$ cat src/sv/utf8d_pkg.sv
// shared types and constants for the utf-8 stream decoder
`default_nettype none

package utf8d_pkg;

  localparam int unsigned CP_W  = 21;
  localparam int unsigned CNT_W = 3;   // results per request, 0 to 4

  localparam logic [CP_W-1:0] REPLACEMENT_CP = 21'h00FFFD;

  // sequence lengths held in the pending-length register
  localparam logic [2:0] SEQ_NONE = 3'd0;
  localparam logic [2:0] SEQ_TWO  = 3'd2;
  localparam logic [2:0] SEQ_THREE = 3'd3;
  localparam logic [2:0] SEQ_FOUR = 3'd4;

  // what one request produces: count-1 replacements, then last_cp
  typedef struct packed {
    logic [CNT_W-1:0] count;
    logic [CP_W-1:0]  last_cp;
    logic             text_end;
  } burst_t;

endpackage

`default_nettype wire

$ cat src/sv/utf8d_decode.sv
// sequence state and per-byte decode into a result burst
`default_nettype none

module utf8d_decode import utf8d_pkg::*; (
  input  wire logic       clk_i,
  input  wire logic       rst_ni,
  input  wire logic       accept_i,
  input  wire logic [7:0] byte_in_i,
  input  wire logic       text_end_i,
  output burst_t          burst_o
);

  logic [2:0]      exp_len_q, exp_len_d;
  logic [1:0]      held_q, held_d;
  logic [CP_W-1:0] acc_q, acc_d;

  logic            is_cont;
  logic [2:0]      held_inc;
  logic [2:0]      flush_cnt;
  logic [CP_W-1:0] acc_shift;
  logic            fresh;
  logic [2:0]      lead_len;
  logic [CP_W-1:0] lead_payload;
  logic [CNT_W-1:0] cnt;
  logic [CP_W-1:0] cp;

  assign is_cont   = (byte_in_i[7:6] == 2'b10);
  assign held_inc  = {1'b0, held_q} + 3'd1;
  assign acc_shift = {acc_q[CP_W-7:0], byte_in_i[5:0]};
  // replacements for the lead plus held continuations, at most three
  assign flush_cnt = (held_q == 2'd3) ? 3'd3 : held_inc;

  always_comb begin
    lead_len     = SEQ_NONE;
    lead_payload = '0;
    if (byte_in_i[7:5] == 3'b110) begin
      lead_len     = SEQ_TWO;
      lead_payload = {{(CP_W-5){1'b0}}, byte_in_i[4:0]};
    end else if (byte_in_i[7:4] == 4'b1110) begin
      lead_len     = SEQ_THREE;
      lead_payload = {{(CP_W-4){1'b0}}, byte_in_i[3:0]};
    end else if (byte_in_i[7:3] == 5'b11110) begin
      lead_len     = SEQ_FOUR;
      lead_payload = {{(CP_W-3){1'b0}}, byte_in_i[2:0]};
    end
  end

  always_comb begin
    exp_len_d = exp_len_q;
    held_d    = held_q;
    acc_d     = acc_q;
    fresh     = 1'b1;
    cnt       = '0;
    cp        = REPLACEMENT_CP;

    if (exp_len_q != SEQ_NONE) begin
      if (is_cont) begin
        fresh = 1'b0;
        if ((held_inc + 3'd1) >= exp_len_q) begin
          cnt       = 3'd1;
          cp        = acc_shift;
          exp_len_d = SEQ_NONE;
          held_d    = '0;
          acc_d     = '0;
        end else if (text_end_i) begin
          // truncated: lead plus every continuation so far, this one included
          cnt       = (held_inc == 3'd3) ? 3'd3 : held_inc + 3'd1;
          exp_len_d = SEQ_NONE;
          held_d    = '0;
          acc_d     = '0;
        end else begin
          held_d = held_inc[1:0];
          acc_d  = acc_shift;
        end
      end else begin
        // broken sequence, then this byte is decoded afresh
        cnt       = flush_cnt;
        exp_len_d = SEQ_NONE;
        held_d    = '0;
        acc_d     = '0;
      end
    end

    if (fresh) begin
      if (!byte_in_i[7]) begin
        cnt = cnt + 3'd1;
        cp  = {{(CP_W-8){1'b0}}, byte_in_i};
      end else if (lead_len == SEQ_NONE || text_end_i) begin
        cnt = cnt + 3'd1;
        cp  = REPLACEMENT_CP;
      end else begin
        exp_len_d = lead_len;
        held_d    = '0;
        acc_d     = lead_payload;
      end
    end
  end

  assign burst_o.count    = cnt;
  assign burst_o.last_cp  = cp;
  assign burst_o.text_end = text_end_i;

  always_ff @(posedge clk_i or negedge rst_ni) begin
    if (!rst_ni) begin
      exp_len_q <= SEQ_NONE;
      held_q    <= '0;
      acc_q     <= '0;
    end else if (accept_i) begin
      exp_len_q <= exp_len_d;
      held_q    <= held_d;
      acc_q     <= acc_d;
    end
  end

endmodule

`default_nettype wire

$ cat src/sv/utf8_stream_decoder_core.sv
// utf-8 byte stream to code point decoder, top level
//
//   channel | direction | handshake              | payload
//   --------+-----------+------------------------+-------------------------------------
//   in      | input     | in_valid_i / in_stall_o   | byte_in_i, text_end_i
//   out     | output    | out_valid_o / out_stall_i | code_point_o, run_last_o, stream_last_o
//
// one byte is taken per cycle while in_stall_o is low; a byte that yields results
// holds the input until the burst register hands its last result to the output register.
// bytes that only extend a sequence yield nothing and cause no stall of their own.
// a result passes the burst register and then the output register before it is valid.
// reset clears sequence state and all valid flags; the output register
// holds its result while out_stall_i is high.
`default_nettype none

module utf8_stream_decoder_core import utf8d_pkg::*; (
  input  wire logic            clk_i,
  input  wire logic            rst_ni,
  input  wire logic            in_valid_i,
  output logic                 in_stall_o,
  input  wire logic [7:0]      byte_in_i,
  input  wire logic            text_end_i,
  output logic                 out_valid_o,
  input  wire logic            out_stall_i,
  output logic [CP_W-1:0]      code_point_o,
  output logic                 run_last_o,
  output logic                 stream_last_o
);

  burst_t           burst;
  logic             accept;

  logic             pend_valid_q, pend_valid_d;
  logic [CNT_W-1:0] pend_left_q, pend_left_d;
  logic [CP_W-1:0]  pend_cp_q;
  logic             pend_end_q;

  logic             out_valid_q;
  logic [CP_W-1:0]  out_cp_q;
  logic             out_run_q;
  logic             out_end_q;

  logic             out_ready;
  logic             pend_pop;
  logic             pend_last;

  utf8d_decode u_decode (
    .clk_i      (clk_i),
    .rst_ni     (rst_ni),
    .accept_i   (accept),
    .byte_in_i  (byte_in_i),
    .text_end_i (text_end_i),
    .burst_o    (burst)
  );

  assign out_ready  = !out_valid_q || !out_stall_i;
  assign pend_pop   = pend_valid_q && out_ready;
  assign pend_last  = (pend_left_q == CNT_W'(1));
  assign in_stall_o = pend_valid_q && !(pend_pop && pend_last);
  assign accept     = in_valid_i && !in_stall_o;

  always_comb begin
    pend_valid_d = pend_valid_q;
    pend_left_d  = pend_left_q;
    if (pend_pop) begin
      pend_left_d = pend_left_q - CNT_W'(1);
      if (pend_last) begin
        pend_valid_d = 1'b0;
      end
    end
    if (accept && burst.count != '0) begin
      pend_valid_d = 1'b1;
      pend_left_d  = burst.count;
    end
  end

  always_ff @(posedge clk_i or negedge rst_ni) begin
    if (!rst_ni) begin
      pend_valid_q <= 1'b0;
      pend_left_q  <= '0;
      out_valid_q  <= 1'b0;
    end else begin
      pend_valid_q <= pend_valid_d;
      pend_left_q  <= pend_left_d;
      if (out_ready) begin
        out_valid_q <= pend_valid_q;
      end
    end
  end

  always_ff @(posedge clk_i) begin
    if (accept && burst.count != '0) begin
      pend_cp_q  <= burst.last_cp;
      pend_end_q <= burst.text_end;
    end
    if (pend_pop) begin
      // replacements lead the burst, the byte's own result closes it
      out_cp_q  <= pend_last ? pend_cp_q : REPLACEMENT_CP;
      out_run_q <= pend_last;
      out_end_q <= pend_last && pend_end_q;
    end
  end

  assign out_valid_o   = out_valid_q;
  assign code_point_o  = out_cp_q;
  assign run_last_o    = out_run_q;
  assign stream_last_o = out_end_q;

endmodule

`default_nettype wire
$ cat config.mk
export PLATFORM = sky130hd
export DESIGN_NAME = utf8_stream_decoder_core
export DESIGN_NICKNAME = d
export VERILOG_FILES = /design/src/sv/utf8d_pkg.sv /design/src/sv/utf8d_decode.sv /design/src/sv/utf8_stream_decoder_core.sv
export SDC_FILE = /design/constraint.sdc
export NUM_CORES = 1
export LEC_CHECK = 0
export ABC_CLOCK_PERIOD_IN_PS = 7700
export BUFFER_PORTS_ARGS = -buffer_cell sky130_fd_sc_hd__buf_2
export CAP_MARGIN = 20
export CORE_MARGIN = 1.5
export CORE_UTILIZATION = 55
export DETAILED_ROUTE_END_ITERATION = 10
export PLACE_DENSITY = 0.76
export SKIP_CTS_REPAIR_TIMING = 1
export SKIP_LAST_GASP = 1
export SLEW_MARGIN = 20
export SYNTH_ARGS = -nofsm -noshare
export SYNTH_HDL_FRONTEND = slang
export SYNTH_SLANG_ARGS = --single-unit
export TNS_END_PERCENT = 5
$ cat constraint.sdc
create_clock -name clk_i -period 7.7 [get_ports clk_i]
set_clock_uncertainty 0.2 [all_clocks]
set_input_delay 0.77 -clock clk_i [delete_from_list [all_inputs] [get_ports clk_i]]
set_output_delay 0.77 -clock clk_i [all_outputs]
set_load 0.1 [all_outputs]
Word-level counts from Yosys, hierarchy flattened:

Index checks and enable logic that the tools add are counted.

* output and inout bits: 25
* word-level logic and storage cells: 90
* register bits: 76

* multiplexer cells: 49
* equal/unequal tests: 7
* reductions and logical operators: 18
* add/sub/neg operators: 4
* $lt $le $gt $ge: 1

Operators with widths (number)
* 2-to-1 mux 21 bit: 15
* 2-to-1 mux 3 bit: 22
* 2-to-1 mux 2 bit: 7
* adder 3 x 1 -> 3 bit (second input constant): 2
* logical AND 1 bit: 6
* nonzero test 3 bit: 2
* equality test 5 bit (second input constant): 1
* 2-to-1 mux 1 bit: 5
* equality test 2 bit (second input constant): 2
* equality test 4 bit (second input constant): 1
* logical NOT 1 bit: 4
* nonzero test 2 bit: 2
* adder 2 x 1 -> 3 bit (second input constant): 1
* equality test 3 x 1 -> 1 bit (second input constant): 1
* equality test 3 x 2 -> 1 bit (second input constant): 1
* equality test 3 bit (second input constant): 1
* greater-or-equal comparator 3 bit: 1
* logical NOT 3 bit: 1
* subtractor 3 x 1 -> 3 bit (second input constant): 1
* logical OR 1 bit: 2
* AND reduction 2 bit: 1

Depth between registers and ports, before layout:

* word-level depth: 15
* depth in mapped cells: 13
* gate-level depth less buffers: 13

Cells and area by module:

A second synthesis with hierarchy kept.

* cells, all modules: 225
* area total of the unflattened synthesis: 3146.8 µm²

Modules (own cells, without submodules)
* utf8_stream_decoder_core: sequential area each 1476.4 µm², area each 1823.0 µm², cells an instance 97, instances 1
* utf8d_decode: sequential area each 500.5 µm², area each 1323.8 µm², cells an instance 128, instances 1

Least setup slack after synthesis:

Ideal clock, no wire load.

* kind: flip-flop to flip-flop
* start point: register u_decode.held_q[0]
* end point: register pend_cp_q[0] (enable)
* clock period less this slack: 3.643 ns
* stages on the path, launching flop included: 14
* arrival time: 3.067 ns
* data required time: 7.123 ns
* path slack: 4.057 ns
* library setup time: 0.377 ns
* path through: dfrtp_1 inv_1 ha_1 or2_2 ha_1 nand2_1 o21ai_1 o32a_2 inv_1 ha_1 nor2_1 a221oi_2 nor2_1 inv_1

* cells in the longest elaborated chain, start to end: 13
* elaborated cells between the ends (all ways): 17

RTL lines
* from (decl): line utf8d_decode.sv:14 `logic [1:0] held_q, held_d;`
* from (signal assigned): line utf8d_decode.sv:110 `held_q <= held_d;`
* branches (longest 5 deep; another with adder 2 x 1 -> 3 bit)
* 2-to-1 mux 3 bit *: line utf8d_decode.sv:57 `if (is_cont) begin`
* 2-to-1 mux 3 bit *: line utf8d_decode.sv:56 `if (exp_len_q != SEQ_NONE) begin`
* adder 3 x 1 -> 3 bit: line utf8d_decode.sv:86, utf8d_decode.sv:89
* 2-to-1 mux 3 bit: line utf8d_decode.sv:88 `end else if (lead_len == SEQ_NONE || text_end_i) begin`
* 2-to-1 mux 3 bit: line utf8d_decode.sv:85 `if (!byte_in_i[7]) begin`
* 2-to-1 mux 3 bit *: line utf8d_decode.sv:84 `if (fresh) begin`
* nonzero test 3 bit *: line utf8_stream_decoder_core.sv:92 `if (accept && burst.count != '0) begin`
* logical AND 1 bit *: line utf8_stream_decoder_core.sv:92
* to (signal assigned): line utf8_stream_decoder_core.sv:93 `pend_cp_q <= burst.last_cp;`
* to (decl): line utf8_stream_decoder_core.sv:35 `logic [CP_W-1:0] pend_cp_q;`

Every way passes the cells marked *.
A chain may end at the register's enable or synchronous reset.

Worst setup path in the final report:

* start point: register u_decode.held_q[0]
* end point: register pend_cp_q[10] (enable)

The elaborated chain is that of the path after synthesis.

==> metrics <==
status finished clean; DRT Pass-1 Iters 4; global-route wire length before repair roughly 8500 um; via count 1,891; Buf+Inv Stages, Crit Path 3; Max Cap Violations 0; number of global-route vias before repair approximately 1,800; fin crit share a little over half; syn avg cell area 13.3 um^2; total grt overflow 0; Crit path depth 13; CTS H-Tree Depth 3; Hold Vio Cnt, Final 0; crit path launch type register; Clock Sinks 70; reg2reg path depth 13; leak pwr about 1.4 nW; Synthesis Warnings 0; Worst-Margin Slew slightly below 0.8 ns; Max Slew Vio Count 0; die area between 6000 and 7000 um^2; NumNets Final 296; sequential element share of the synthesized area between 60% and 70%; Root Buffer clkbuf_8; Place WS approximately 3.6 ns; drt initial violations 95; largest net degree at the start of global routing 28; Area Growth Syn to Fin 14.9%; Multi-input gate area approximately 1000 um^2; Ant. Diodes 0; post-layout minimum cycle time 4.17 ns; dominant register cell in the synthesized netlist edfxtp_1; top-level I/O count 38; DRC Markers 0; final cell count without fillers roughly 350; die width around 78 um; Core Area 5240 um^2; Port Buf Inserts 37; WP data required approximately 7.5 ns; initial antenna violation count 0; flop-to-flop setup slack 3.53 ns; Hold Crit Class in -> async; post-route cell area roughly 3500 um^2; routability cong. roughly 0.94; async set-reset flop share out of synthesis a little over a third; Synth Cell Area just over 3000 um^2; Post-Route Setup TNS 0 ns; Post-Route WL about 5000 um; VDD IR max between 200 and 300 uV; Synthesized Nets ~250; Post-Route Utilization about two thirds; Setup violations, final 0; crit-path cells inv_1 > ha_1 > or2_2 > ha_1 > nand2_1 > o21ai_1 > o32a_2 > inv_1 > ha_1 > nor2_1 > a221oi_2 > nor2_1 > inv_1; Slew HR a little under half; RR Endpoint pend_cp_q[10]; fmax approximately 240 MHz; DR WL/cell around 14 um; DP Area 3320 um^2; Worst path slowest cell inv_1; TritonCTS buffer count 9; Critical Path Max Stage Delay 0.59 ns; Cells after DPL about 330; nature of the critical path endpoint register; Pwr Total approximately 1.4 mW; fill count 378; Post-synth EDFFs 45; HPWL Detailed about 3500 um; Die Y-Extent roughly 78 um; CTS tree done; RSZ-0062 raised after global routing false; crit path DAT between 3 and 4 ns; Worst Path Max Fanout 22; drt via density between 5 and 6; flops & latches, synth 70; Crit path max-delay family compound AO/OA/AOI/OAI gates; sequential cell area around 2000 um^2; num rows 26; CTS max path bufs 2; initial core utilization approximately three fifths; share of cells above drive strength 1 23.8%; remaining antenna violation count 0; clk slew on worst S/H paths approximately 0.080 ns; Setup crit start u_decode.held_q[0]; Worst R2R Start u_decode.held_q[0]; Cell Pwr Density between 300 and 400 nW/um^2; worst-skew pair later-pin latency around 0.34 ns; Setup CP Type reg -> reg; total track usage between 10% and 20%; hold slack final 0.209 ns; Syn Inst Count 230; Unique masters post-synth between 40 and 50; Final WS setup about 3.5 ns
==> power breakdown <==
| part | leakage (nW) | switching [mW] | total, mW | internal, mW |
|---|---|---|---|---|
| clock network | 0.0891 | 0.135 | 0.286 | 0.151 |
| logic | 0.563 | 0.451 | 0.556 | 0.104 |
| registers | 0.738 | 0.0313 | 0.553 | 0.521 |
==> placed cells by master, fill, tap and decap left out, drive strengths merged, types with 2 or more instances in the layout <==
| cell type | count |
|---|---|
| edfxtp | 45 |
| buf | 39 |
| dfrtp | 25 |
| nand2b | 23 |
| a22o | 14 |
| and2 | 14 |
| nand2 | 11 |
| ha | 11 |
| inv | 11 |
| o21a | 10 |
| o21ai | 10 |
| clkbuf | 10 |
| a21oi | 5 |
| nor2 | 5 |
| or3 | 4 |
| nor2b | 3 |
| nand3 | 3 |
| nor3 | 3 |
| a211oi | 3 |
| clkinvlp | 3 |
| a211o | 2 |
==> synth_stat cells, types with 5 or more instances <==
cell type	number	area share, %
edfxtp_1	45	44
dfrtp_1	25	20
nand2b_1	23	4.7
a22o_1	14	4.0
and2_1	14	2.9
ha_1	11	4.5
nand2_1	11	1.3
o21a_1	10	2.4
inv_1	9	1.1
o21ai_0	9	1.5
clkbuf_1	7	0.86
a21oi_1	5	0.82
nor2_1	5	0.61
==> flip-flops by register name, indices dropped and copies added, names as in the netlist <==
| register | flops |
|---|---|
| run_last_o | 1 |
| u_decode.exp_len_q | 3 |
| out_valid_o | 1 |
| u_decode.acc_q | 15 |
| pend_left_q | 3 |
| pend_end_q | 1 |
| stream_last_o | 1 |
| pend_cp_q | 21 |
| u_decode.held_q | 2 |
| code_point_o | 21 |
| pend_valid_q | 1 |
==> final cells by class <==
type                    count  share of cell area [%]
flip-flops and latches     70                    56.2
multi-input cells         142                    29.0
repair buffers             39                    5.69
clock buffers              10                    3.63
well taps                  70                    2.49
clock inverters             6                    1.99
inverters                  10                    1.07
==> metal layers <==
metal / vias up / part of all wire, % / GRT usage, %
met5: - / 0 / 0
met4: 0 / 2.1 / 11.6
met3: 10 / 4.8 / 3.53
met2: 59 / 49 / 30.6
met1: 889 / 44 / 23.4
li1: 933 / - / -
==> how the worst max path moves through the flow <==
stage,end,slack (ns)
after floorplan,pend_cp_q[0],4.06
after global placement,pend_cp_q[17],3.79
after detailed placement,pend_cp_q[19],3.58
after CTS,pend_cp_q[10],3.57
after global routing,pend_cp_q[7],3.28
final,pend_cp_q[10],3.53
==> kinds of logic after synthesis <==
| family | Yosys count | synth area share (%) |
|---|---|---|
| AND/OR/NAND/NOR | 69 | 12.7 |
| XOR/XNOR | 2 | 0.572 |
| adder cells (fa/ha/maj) | 11 | 4.49 |
| multiplexers | 2 | 0.694 |
| buffers and inverters | 18 | 2.25 |
| flip-flops | 70 | 64.5 |
| AO/OA/AOI/OAI | 58 | 14.8 |
==> worst reg2reg max path: cells and delay by family (launching register included) <==
| family | cells | cell delay [ns] |
|---|---|---|
| flip-flops | 1 | 0.46 |
| adder cells (fa/ha/maj) | 3 | 0.81 |
| AND/OR/NAND/NOR | 4 | 0.53 |
| buffers and inverters | 3 | 0.76 |
| AO/OA/AOI/OAI | 3 | 1.03 |
(Power assumes the default switching activity.)
